==> src/rtl/core/kamqa_pkg.sv <==
// Package with types and codes for the kind-aware message queue admission block.
`timescale 1ns / 1ps
package kamqa_pkg;

   localparam logic [1:0] FUNC_PUBLISH = 2'd0;
   localparam logic [1:0] FUNC_TAKE    = 2'd1;
   localparam logic [1:0] FUNC_RELEASE = 2'd2;
   localparam logic [1:0] FUNC_FLUSH   = 2'd3;

   localparam logic [1:0] KIND_LOG   = 2'd0;
   localparam logic [1:0] KIND_STATE = 2'd1;
   localparam logic [1:0] KIND_DISC  = 2'd2;

   localparam logic [2:0] EV_ACCEPTED = 3'd0;
   localparam logic [2:0] EV_BAD_LEN  = 3'd1;
   localparam logic [2:0] EV_NO_CLIENT = 3'd2;
   localparam logic [2:0] EV_FULL     = 3'd3;
   localparam logic [2:0] EV_EVICTED  = 3'd4;
   localparam logic [2:0] EV_TAKEN    = 3'd5;
   localparam logic [2:0] EV_EMPTY    = 3'd6;
   localparam logic [2:0] EV_RELEASED = 3'd7;

   localparam logic CSR_BYTE_BUDGET = 1'b0;
   localparam logic CSR_FRAME_LIMIT = 1'b1;

   typedef struct packed {
      logic [1:0]  func;
      logic [1:0]  msg_kind;
      logic [15:0] msg_tag;
      logic [15:0] msg_length;
      logic        has_client;
   } req_type;

   typedef struct packed {
      logic [2:0]  event_res;
      logic [15:0] tag;
      logic [1:0]  kind;
      logic [16:0] cost;
      logic        last;
   } rsp_type;

   typedef struct packed {
      logic [15:0] tag;
      logic [1:0]  kind;
      logic [16:0] cost;
   } entry_type;

   // Command from the sequencer to every cell of the chain.
   typedef struct packed {
      logic      shift;   // cells at or above pos take their upper neighbor
      logic      append;  // the cell at pos loads the new entry
      entry_type fresh;
   } chain_cmd_type;

   typedef enum logic [2:0] {
      ST_IDLE,
      ST_DROP,
      ST_EVICT,
      ST_FINAL,
      ST_FLUSH
   } state_type;

endpackage

==> src/rtl/core/kamqa_cell.sv <==
// One queue slot of the descriptor chain.
`timescale 1ns / 1ps
module kamqa_cell (
   input  logic                    clock,
   input  logic                    shift_en,
   input  logic                    load_en,
   input  kamqa_pkg::entry_type    upper,
   input  kamqa_pkg::entry_type    fresh,
   output kamqa_pkg::entry_type    value
);
   import kamqa_pkg::*;

   entry_type value_ff;
   entry_type value_in;

   always_comb begin
      value_in = value_ff;
      if (load_en) begin
         value_in = fresh;
      end else if (shift_en) begin
         value_in = upper;
      end
   end

   always_ff @(posedge clock) begin
      value_ff <= value_in;
   end

   assign value = value_ff;

endmodule

==> src/rtl/core/kind_aware_message_queue_admission.sv <==
// Top level of the kind-aware message queue admission block.
//
// Commands enter on the req_ channel: an item is taken when start is high
// and busy is low. Results leave on the rsp_ channel one per cycle, each
// marked by rsp_valid for one cycle; rsp_data.last flags the final result
// of an item. The receiver cannot stall, so results are never held.
// Configuration is written on the csr_ channel (index 0 byte budget,
// index 1 frame limit); csr_ready is always high.
// Descriptors sit in a chain of QUEUE_DEPTH cells; removing an entry shifts
// every cell above it down by one neighbor, all cells together.
// A take, release or rejected publish puts its result out in the cycle that
// follows the accepting edge. A log publish gives its result from ST_FINAL.
// A state or discovery publish makes one pass to drop entries of its kind,
// then, while the queue is still full, at most one pass evicting logs oldest
// first and, for discovery, one evicting states oldest first; its final
// result comes from ST_FINAL. A flush gives one result per cycle until the
// queue is empty.
// The sequencer works on one item at a time and holds busy high.
// Reset empties the queue, clears the in-flight slot and loads the
// register defaults; no clearing pass is needed since cells are only read
// below the fill count.
`timescale 1ns / 1ps
module kind_aware_message_queue_admission #(
   parameter int QUEUE_DEPTH = 8
) (
   input  logic                 clock,
   input  logic                 reset,
   input  logic                 start,
   output logic                 busy,
   input  kamqa_pkg::req_type   req_data,
   output logic                 rsp_valid,
   output kamqa_pkg::rsp_type   rsp_data,
   input  logic                 csr_valid,
   output logic                 csr_ready,
   input  logic                 csr_index,
   input  logic [15:0]          csr_wdata
);
   import kamqa_pkg::*;

   localparam int IW = $clog2(QUEUE_DEPTH);
   localparam int CW = $clog2(QUEUE_DEPTH + 1);

   logic [15:0] budget_ff, budget_in, limit_ff, limit_in;
   state_type   state_ff, state_in;
   req_type     req_ff, req_in;
   logic [CW-1:0] count_ff, count_in;
   logic [CW-1:0] pos_ff, pos_in;
   logic [16:0] total_ff, total_in;
   logic        fvalid_ff, fvalid_in;
   entry_type   flight_ff, flight_in;
   logic        rvalid_ff, rvalid_in;
   rsp_type     rsp_ff, rsp_in;
   logic        search_state_ff, search_state_in;

   chain_cmd_type cmd;
   entry_type     cells [QUEUE_DEPTH];
   entry_type     uppers [QUEUE_DEPTH];

   genvar g;
   generate
      for (g = 0; g < QUEUE_DEPTH; g++) begin : g_chain
         if (g == QUEUE_DEPTH - 1) begin : g_top
            assign uppers[g] = '0;
         end else begin : g_mid
            assign uppers[g] = cells[g+1];
         end
         kamqa_cell u_cell (
            .clock    (clock),
            .shift_en (cmd.shift && (CW'(g) >= pos_ff)),
            .load_en  (cmd.append && (CW'(g) == pos_ff)),
            .upper    (uppers[g]),
            .fresh    (cmd.fresh),
            .value    (cells[g])
         );
      end
   endgenerate

   entry_type   cur;
   logic [16:0] new_cost;
   logic [17:0] need;
   logic        full;

   always_comb begin
      cur      = cells[pos_ff[IW-1:0]];
      new_cost = {1'b0, req_ff.msg_length} + 17'd1;
      need     = {1'b0, total_ff} + {1'b0, new_cost};
      full     = (count_ff == CW'(QUEUE_DEPTH)) || (need > {2'b0, budget_ff});
   end

   function automatic logic [16:0] sub_sat(logic [16:0] a, logic [16:0] b);
      return (a >= b) ? (a - b) : 17'd0;
   endfunction

   always_comb begin
      state_in  = state_ff;
      req_in    = req_ff;
      count_in  = count_ff;
      pos_in    = pos_ff;
      total_in  = total_ff;
      fvalid_in = fvalid_ff;
      flight_in = flight_ff;
      rvalid_in = 1'b0;
      rsp_in    = '0;
      search_state_in = search_state_ff;
      cmd       = '0;
      cmd.fresh = '{tag: req_ff.msg_tag, kind: req_ff.msg_kind, cost: new_cost};
      budget_in = budget_ff;
      limit_in  = limit_ff;
      if (csr_valid) begin
         unique case (csr_index)
            CSR_BYTE_BUDGET: budget_in = csr_wdata;
            CSR_FRAME_LIMIT: limit_in  = csr_wdata;
            default: ;
         endcase
      end
      unique case (state_ff)
         ST_IDLE: begin
            if (start) begin
               req_in = req_data;
               pos_in = '0;
               search_state_in = 1'b0;
               rvalid_in = 1'b1;
               rsp_in.last = 1'b1;
               unique case (req_data.func)
                  FUNC_PUBLISH: begin
                     rvalid_in = 1'b0;
                     rsp_in.last = 1'b0;
                     if (req_data.msg_kind > KIND_DISC || req_data.msg_length == 16'd0 ||
                         req_data.msg_length >= limit_ff) begin
                        rvalid_in = 1'b1;
                        rsp_in.last = 1'b1;
                        rsp_in.event_res = EV_BAD_LEN;
                     end else if (!req_data.has_client) begin
                        rvalid_in = 1'b1;
                        rsp_in.last = 1'b1;
                        rsp_in.event_res = EV_NO_CLIENT;
                     end else if (req_data.msg_kind == KIND_LOG) begin
                        state_in = ST_FINAL;
                     end else begin
                        state_in = ST_DROP;
                     end
                  end
                  FUNC_TAKE: begin
                     if (count_ff == '0 || fvalid_ff) begin
                        rsp_in.event_res = EV_EMPTY;
                     end else begin
                        rsp_in.event_res = EV_TAKEN;
                        rsp_in.tag  = cells[0].tag;
                        rsp_in.kind = cells[0].kind;
                        rsp_in.cost = cells[0].cost;
                        fvalid_in = 1'b1;
                        flight_in = cells[0];
                        cmd.shift = 1'b1;
                        count_in  = count_ff - CW'(1);
                     end
                  end
                  FUNC_RELEASE: begin
                     if (!fvalid_ff) begin
                        rsp_in.event_res = EV_EMPTY;
                     end else begin
                        rsp_in.event_res = EV_RELEASED;
                        rsp_in.tag  = flight_ff.tag;
                        rsp_in.kind = flight_ff.kind;
                        rsp_in.cost = flight_ff.cost;
                        total_in  = sub_sat(total_ff, flight_ff.cost);
                        fvalid_in = 1'b0;
                        flight_in = '0;
                     end
                  end
                  FUNC_FLUSH: begin
                     if (count_ff == '0) begin
                        rsp_in.event_res = EV_EMPTY;
                     end else begin
                        rvalid_in = 1'b0;
                        rsp_in.last = 1'b0;
                        state_in = ST_FLUSH;
                     end
                  end
                  default: ;
               endcase
            end
         end
         ST_DROP: begin
            // Walk the chain once, removing entries of the new item's kind.
            if (pos_ff >= count_ff) begin
               pos_in = '0;
               state_in = ST_EVICT;
            end else if (cur.kind == req_ff.msg_kind) begin
               rvalid_in = 1'b1;
               rsp_in = '{event_res: EV_EVICTED, tag: cur.tag, kind: cur.kind,
                          cost: cur.cost, last: 1'b0};
               total_in = sub_sat(total_ff, cur.cost);
               cmd.shift = 1'b1;
               count_in = count_ff - CW'(1);
            end else begin
               pos_in = pos_ff + CW'(1);
            end
         end
         ST_EVICT: begin
            // While full, evict logs oldest first, then (discovery only) states.
            // Entries below pos never match, so a removal keeps the position.
            if (!full) begin
               state_in = ST_FINAL;
            end else if (pos_ff >= count_ff) begin
               if (!search_state_ff && req_ff.msg_kind == KIND_DISC) begin
                  search_state_in = 1'b1;
                  pos_in = '0;
               end else begin
                  state_in = ST_FINAL;
               end
            end else if (cur.kind == (search_state_ff ? KIND_STATE : KIND_LOG)) begin
               rvalid_in = 1'b1;
               rsp_in = '{event_res: EV_EVICTED, tag: cur.tag, kind: cur.kind,
                          cost: cur.cost, last: 1'b0};
               total_in = sub_sat(total_ff, cur.cost);
               cmd.shift = 1'b1;
               count_in = count_ff - CW'(1);
            end else begin
               pos_in = pos_ff + CW'(1);
            end
         end
         ST_FINAL: begin
            rvalid_in = 1'b1;
            rsp_in.last = 1'b1;
            state_in = ST_IDLE;
            pos_in = '0;
            if (full) begin
               rsp_in.event_res = EV_FULL;
            end else begin
               rsp_in.event_res = EV_ACCEPTED;
               cmd.append = 1'b1;
               count_in = count_ff + CW'(1);
               total_in = need[16:0];
            end
         end
         ST_FLUSH: begin
            rvalid_in = 1'b1;
            rsp_in = '{event_res: EV_EVICTED, tag: cells[0].tag, kind: cells[0].kind,
                       cost: cells[0].cost, last: (count_ff == CW'(1))};
            total_in = sub_sat(total_ff, cells[0].cost);
            cmd.shift = 1'b1;
            count_in = count_ff - CW'(1);
            if (count_ff == CW'(1)) begin
               state_in = ST_IDLE;
            end
         end
         default: state_in = ST_IDLE;
      endcase
   end

   // The append position is registered on entry to ST_FINAL, so the cells
   // see pos_ff at the fill count; ST_FINAL therefore appends at the current count.
   always_ff @(posedge clock) begin
      if (reset) begin
         state_ff  <= ST_IDLE;
         count_ff  <= '0;
         pos_ff    <= '0;
         total_ff  <= '0;
         fvalid_ff <= 1'b0;
         flight_ff <= '0;
         rvalid_ff <= 1'b0;
         budget_ff <= 16'd16384;
         limit_ff  <= 16'd4096;
         search_state_ff <= 1'b0;
      end else begin
         state_ff  <= state_in;
         count_ff  <= count_in;
         pos_ff    <= (state_in == ST_FINAL) ? count_in : pos_in;
         total_ff  <= total_in;
         fvalid_ff <= fvalid_in;
         flight_ff <= flight_in;
         rvalid_ff <= rvalid_in;
         budget_ff <= budget_in;
         limit_ff  <= limit_in;
         search_state_ff <= search_state_in;
      end
   end

   always_ff @(posedge clock) begin
      req_ff <= req_in;
      rsp_ff <= rsp_in;
   end

   assign busy      = (state_ff != ST_IDLE);
   assign csr_ready = 1'b1;
   assign rsp_valid = rvalid_ff;
   assign rsp_data  = rsp_ff;

`ifndef NO_ASSERTIONS
   a_count_bound: assert property (@(posedge clock) disable iff (reset)
      count_ff <= CW'(QUEUE_DEPTH))
      else $error("fill count beyond depth");
   a_final_idle: assert property (@(posedge clock) disable iff (reset)
      (state_ff == ST_FINAL) |=> (rsp_valid && rsp_data.last && !busy))
      else $error("publish did not close with a final result");
   a_take_flight: assert property (@(posedge clock) disable iff (reset)
      (rsp_valid && rsp_data.event_res == EV_TAKEN) |-> fvalid_ff)
      else $error("take without in-flight slot");
   a_start_idle: assert property (@(posedge clock) disable iff (reset)
      (start && !busy && req_data.func != FUNC_PUBLISH && req_data.func != FUNC_FLUSH)
      |=> (rsp_valid && rsp_data.last))
      else $error("single-result command missed its result");
`endif

endmodule
==> config.mk <==
export PLATFORM = sky130hd
export DESIGN_NAME = kind_aware_message_queue_admission
export DESIGN_NICKNAME = d
export VERILOG_FILES = /design/src/rtl/core/kamqa_pkg.sv /design/src/rtl/core/kamqa_cell.sv /design/src/rtl/core/kind_aware_message_queue_admission.sv
export SDC_FILE = /design/constraint.sdc
export NUM_CORES = 1
export LEC_CHECK = 0
export BUFFER_PORTS_ARGS = -buffer_cell sky130_fd_sc_hd__buf_2
export CORE_AREA = 2 2 338 173
export CTS_CLUSTER_SIZE = 30
export DETAILED_ROUTE_END_ITERATION = 8
export DIE_AREA = 0 0 340 175
export SYNTH_ARGS = -nofsm -noshare
export SYNTH_HDL_FRONTEND = slang
export SYNTH_SLANG_ARGS = --single-unit
==> constraint.sdc <==
create_clock -name clock -period 24.8 [get_ports clock]
set_clock_uncertainty 0.15 [all_clocks]
set_input_delay 3.72 -clock clock [delete_from_list [all_inputs] [get_ports clock]]
set_output_delay 3.72 -clock clock [all_outputs]
set_load 0.02 [all_outputs]
* After elaboration in Yosys (flattened, before gate mapping) *
Cells that the tools add are included.

storage, ports and cells
  memories kept = 0
  logic and storage cells = 268
  bits in latches = 0
  memory bits (writable) = 0
  output and inout port bits = 42
  flip-flop bits (word level) = 451
  bits in read-only memories = 0

operators by class
  order comparisons = 16
  div/mod/pow operators = 0
  muxes and demuxes = 110
  add/sub/neg operators = 8
  $mul = 0
  equal/unequal tests = 38
  reduce and logical (&&, ||, !) cells = 50
  shift operators = 0
  bitwise gates (word level) = 2

operator list
  cell                                                 count
  two-way mux 35 bit                                   22
  two-way mux 39 bit                                   6
  two-way mux 17 bit                                   12
  case mux 35 bit (2 select lines)                     2
  case mux 35 bit (4 select lines)                     1
  binary-select mux 35 bit (select 3 bit)              1
  case mux 17 bit (5 select lines)                     1
  two-way mux 4 bit                                    17
  >= comparator 17 bit                                 3
  subtractor 17 bit                                    3
  two-way mux 3 bit                                    10
  inequality test 2 bit (second input constant)        12
  case mux 3 bit (4 select lines)                      2
  two-way mux 1 bit                                    21
  case mux 4 bit (5 select lines)                      1
  nonzero test 2 bit                                   10
  adder 17 x 17 -> 18 bit                              1
  greater-than comparator 18 x 16 -> 1 bit             1
  adder 16 x 1 -> 17 bit (second input constant)       1
  logical AND 1 bit                                    17
  == test 3 x 4 -> 1 bit (first input constant)        4
  >= comparator 16 bit                                 1
  >= comparator 3 x 4 -> 1 bit (first input constant)  4
  zero test 16 bit                                     1
  43 further kinds                                     70

* Longest topological paths before layout *
  depth after elaboration = 12
  mapped depth = 25
  mapped depth without buffers = 22

* By module *
A second synthesis with hierarchy kept.

unflattened totals
  cell total of the unflattened synthesis = 2,063
  area, all modules = 26,424.1 um2

by module, submodules not included
  module                              area an instance (um2)  instances  cells an instance  seq. area each (um2)
  kind_aware_message_queue_admission  13,371.6                1          1,463              3,763.6
  kamqa_cell                          1,631.6                 8          75                 1,051.0

* Least setup slack after synthesis *
Ideal clock, no wire load.

  kind = input port to flip-flop
  start point = in req_data[36] (netlist bit)
  end point = reg g_chain[1].u_cell.value_ff (netlist bit g_chain[1].u_cell.value[0]), enable pin
  path slack = 13.797 ns
  required time = 24.033 ns
  arrival time = 10.236 ns
  stages on the path = 8
  cell sequence = inv_1 -> ha_1 -> nand2_1 -> nor3_1 -> o21a_1 -> or2_2 -> nor2_1 -> a2111oi_0

on the way
  word-level cells in the longest chain between the ends = 6

RTL lines
  element                              line                                       text
  start: declaration                   kind_aware_message_queue_admission.sv:30   input kamqa_pkg::req_type req_data,
  == test 2 x 1 -> 1 bit               kind_aware_message_queue_admission.sv:124  unique case (req_data.func)
  two-way mux 1 bit                    kind_aware_message_queue_admission.sv:124
  two-way mux 1 bit                    kind_aware_message_queue_admission.sv:118  if (start) begin
  case mux 1 bit (4 select lines)      kind_aware_message_queue_admission.sv:116  unique case (state_ff)
  logical AND 1 bit                    kind_aware_message_queue_admission.sv:69   .shift_en (cmd.shift && (CW'(g) >= pos_ff)),
  nonzero test 2 bit (no source line)  -
  end signal: assignment               kamqa_cell.sv:26                           value_ff <= value_in;
  end: declaration                     kamqa_cell.sv:13                           entry_type value_ff;

No other way between the ends.
A chain may end at the register's enable or synchronous reset.

==> results.md <==
* Outcome: complete, no violations
* DP Wirelength at 59.7 mm
* Standard-cell rows at 62
* Routed Antenna Nets at 0
* R2R cell count at 19
* Reg-to-reg setup timing slack at 16.68 ns
* Worst min-delay path category: register to register
* Power Dens Cells at 69.2 nW/um^2
* Die area at slightly below 60000 um^2
* Multiplexer share of the synthesized area at 0.139
* Number of buffers added on ports at 98
* Layout cells sized above 1 at 0.195
* Initial core utilization at 0.444
* Family with the most delay on the worst path: compound AO/OA/AOI/OAI gates
* Synth Area in Compound Gates at 0.143
* Clk pin slew, worst setup/hold paths at ~0.07 ns
* Pre-Repair DR Iteration Count at 6
* Largest family of logic cells by synthesized area: compound AO/OA/AOI/OAI gates
* Clk sinks at 451
* Post-synth EDFFs at 314
* Ant. Diodes at 0
* Final Non-Filler Cells at 3117
* Cell mode on critical path: nand4_1
* Critical Path Start Type: register
* #FFs+latches synth at 451
* Largest net degree at the start of global routing at 71
* Routed vias at roughly 19000
* Buffers & Inverters on Critical Path at 2
* Post-route DRC at 0
* Sequential share of the synthesized area at 0.485
* Cells after Synth at 2250
* Adder-Cell Fraction of Synth Area at 0.0630
* Fillers at 5175
* Total negative slack at 0 ns
* Critical path arrival at 8.18 ns
* Setup ws final at 16.68 ns
* IO Count at 100
* Cts bufs inserted at 44
* Dpl cells at 3035
* Final WL at around 86 mm
* Fin nets at 2495
* Per-cell routed wire length at 27.6 um
* Mean Syn Cell Area at 11.2 um^2
* Finish-stage setup viols at 0
* Post-Syn Area at 25100 um^2
* Yosys warnings at 0
* Worst r2r dst: g_chain[7].u_cell.value[30]
* H-Tree Depth at 2
* Global-route usage over all layers at 0.287
* Number of global-route vias before repair at 18300
* Hold path start: limit_ff[1]
* Slowest CP cell: nand4_1
* Maxcap violations at 0
* Min Tclk post-route at 8.12 ns
* Worst reg2reg startpoint: req_ff[1]
* Setup repair after global routing missed its margin: false
* Post-synthesis async set-or-reset flop share at 0
* Crit Path Class: register to register
* Final Wtd Congestion at 1.03
* Worst-skew pair later-pin latency at 0.61 ns
* Initial antenna violation count at 3
* Area Growth Syn to Fin at 11.1%
* First-pass GRT wire length at 126 mm
* CP Cell Sequence: and2_1 > nand4_1 > xor2_1 > inv_1 > ha_1 > o21a_1 > o21ai_0 > o311ai_2 > xor2_1 > ha_1 > nand4_1 > a211oi_1 > a2111o_1 > a221oi_1 > o211ai_1 > nor2_2 > nand4_1 > o21ai_4 > buf_4
* Slew Limit Fails at 0
* Clock Tree Buf Depth at 3
* Crit path capture type: register
* Leakage at 10.6 nW
* Max IR drop VDD at 0.0000466 V
* Hold Path Cell Cnt at 2
* Post-CTS Setup Bufs at 0
* Worst Path Required at between 20 and 25 ns
* Chip height at 175 um
* Worst-path fanout max at 35
* Max frequency at 123 MHz
* Final worst path period share at 0.327
* Fin. Hold Viols at 0
* Die outline width at 340 um
* Ys flop type: edfxtp_1
* Root Driver: clkbuf_16
* Pre-CTS WS at 16.98 ns
* Max_slew headroom at 0.0858
* Critical Path Max Stage Delay at 0.98 ns
* Core area at between 50000 and 60000 um^2
* Grt ovf at 0
* Synth Area in Simple Gates at 0.105
* Vias per inst at 6.18
* TritonCTS clock tree: yes
* Initial DRC count at roughly 2300
* Cts repair resizes at 0
* Syn nets at between 2000 and 2500
* Hold-fix buffers, CTS at 0
* Hold path endpoint: limit_ff[1]
* Post-Synth XOR/XNOR Area at 0.0265
* Netlist cell types at 96
* Slew of the pin with the lowest slew margin at between 1 and 1.5 ns
-- final cells by class --
type	count	area, um^2	area share
timing repair buffer	133	753	0.0270
sequential	451	12200	0.437
clock buffer	69	1320	0.0473
tap	768	961	0.0344
multi-input combinational	1565	12100	0.434
inverter	118	443	0.0159
clock inverter	13	149	0.00534
-- metrics by stage --
stage / power [mW] / utilization / area, um^2 / hold slack (ns)
after CTS: 1.93 / 0.493 / 27900 / 0.308
after global routing: 2.00 / 0.493 / 27900 / 0.326
after detailed placement: 1.23 / 0.467 / 26400 / 0.299
after floorplan: 1.11 / - / 25100 / 0.286
after global placement: 1.23 / 0.467 / 26400 / 0.292
final: 1.93 / 0.493 / 27900 / 0.309
-- per-layer routing --
metal	GRT usage	wire length, um	vias to the layer above
li1	-	-	8573
met3	0.0608	8880	90
met4	0.0527	1420	0
met2	0.369	32500	880
met1	0.481	43400	9726
met5	0	0	-
-- worst max-delay path by stage --
stage,start,cells past startpoint,slack (ns),endpoint
6_report,req_ff[1],19,16.68,g_chain[7].u_cell.value[30]
5_1_grt,req_ff[1],21,16.32,g_chain[7].u_cell.value[30]
4_1_cts,req_ff[1],19,16.93,g_chain[7].u_cell.value[30]
3_5_place_dp,req_ff[1],19,16.98,g_chain[7].u_cell.value[32]
3_3_place_gp,req_ff[1],20,17.20,g_chain[7].u_cell.value[30]
2_1_floorplan,req_data[36],8,13.80,g_chain[1].u_cell.value[0]
-- sequential cells by signal, indices dropped and copies added (netlist names) --
name / flops
limit_ff: 16
budget_ff: 16
count_ff: 4
rsp_data: 39
cmd: 18
req_ff: 16
search_state_ff: 1
state_ff: 3
flight_ff: 35
g_chain.u_cell.value: 280
fvalid_ff: 1
rsp_valid: 1
total_ff: 17
pos_ff: 4
-- where the power goes --
part | switching (mW) | internal, mW
sequential | 0.0341 | 0.859
clock | 0.307 | 0.389
combinational | 0.225 | 0.115
-- layout by cell type, fill, tap and decap left out, types with 7 or more instances in the layout --
cell         n
nand4_1     19
ha_1       119
and2_1      30
o21ai_0    174
xnor2_1     33
o21a_1      11
buf_4       35
clkinv_2     8
nor2_1     129
a21oi_1    170
a221oi_1    10
xor2_1      41
and3_1      12
clkbuf_1    16
a22o_1      10
edfxtp_1   314
mux2i_1     34
and4_1       8
nand2b_1     9
mux2_2     135
nand3_1     20
mux4_2      67
nor3_1      37
clkbuf_16   47
o211ai_1    12
a211oi_1    14
a221o_1      7
inv_1      113
dfxtp_1    135
nand2_1    211
a31oi_1     15
nor3b_1     23
a21o_1      35
buf_2       98
nor2b_1     11
a222oi_1     7
a22oi_1     34
-- synth_stat cells (5+ instances only) --
cell type,number,area [um^2]
a31oi_1,15,93.8
and2_1,30,188
a22oi_1,34,255
a222oi_1,7,70.1
edfxtp_1,314,9430
nor3_1,39,195
a221oi_1,12,105
o211ai_1,12,90.1
o221ai_1,6,52.6
nand4_1,19,119
nor2_1,132,495
ha_1,120,1500
o21bai_1,6,45.0
buf_2,19,95.1
o21a_1,11,82.6
o21ai_0,175,876
a211oi_1,14,105
dfxtp_1,137,2740
mux2i_1,34,340
a221o_1,7,70.1
nand3_1,21,105
nor4_1,7,43.8
mux2_2,135,1520
nor3b_1,23,173
a21oi_1,171,856
clkbuf_1,77,289
a21o_1,35,263
buf_4,5,37.5
and3_1,13,81.3
buf_6,5,56.3
mux4_2,67,1510
a22o_1,10,87.6
buf_1,9,33.8
xnor2_1,33,289
nand2b_1,9,56.3
and4_1,10,87.6
inv_1,113,424
nand2_1,213,800
nor2b_1,11,68.8
xor2_1,41,359
-- tightest hold or removal path: stages, from the launching register on --
cell	delay, ns
dfxtp_1	0.31
nand2_1	0.05
a21oi_1	0.05
-- cells by family (layout without fill, tap and decap cells) --
| group | after synthesis | count (layout) |
|---|---|---|
| flip-flops | 451 | 451 |
| AO/OA/AOI/OAI | 572 | 572 |
| buffers and inverters | 234 | 333 |
| multiplexers | 242 | 242 |
| other | 1 | 1 |
| XOR/XNOR | 75 | 75 |
| adder cells (fa/ha/maj) | 124 | 124 |
| AND/OR/NAND/NOR | 551 | 551 |
(Power assumes the default switching activity.)
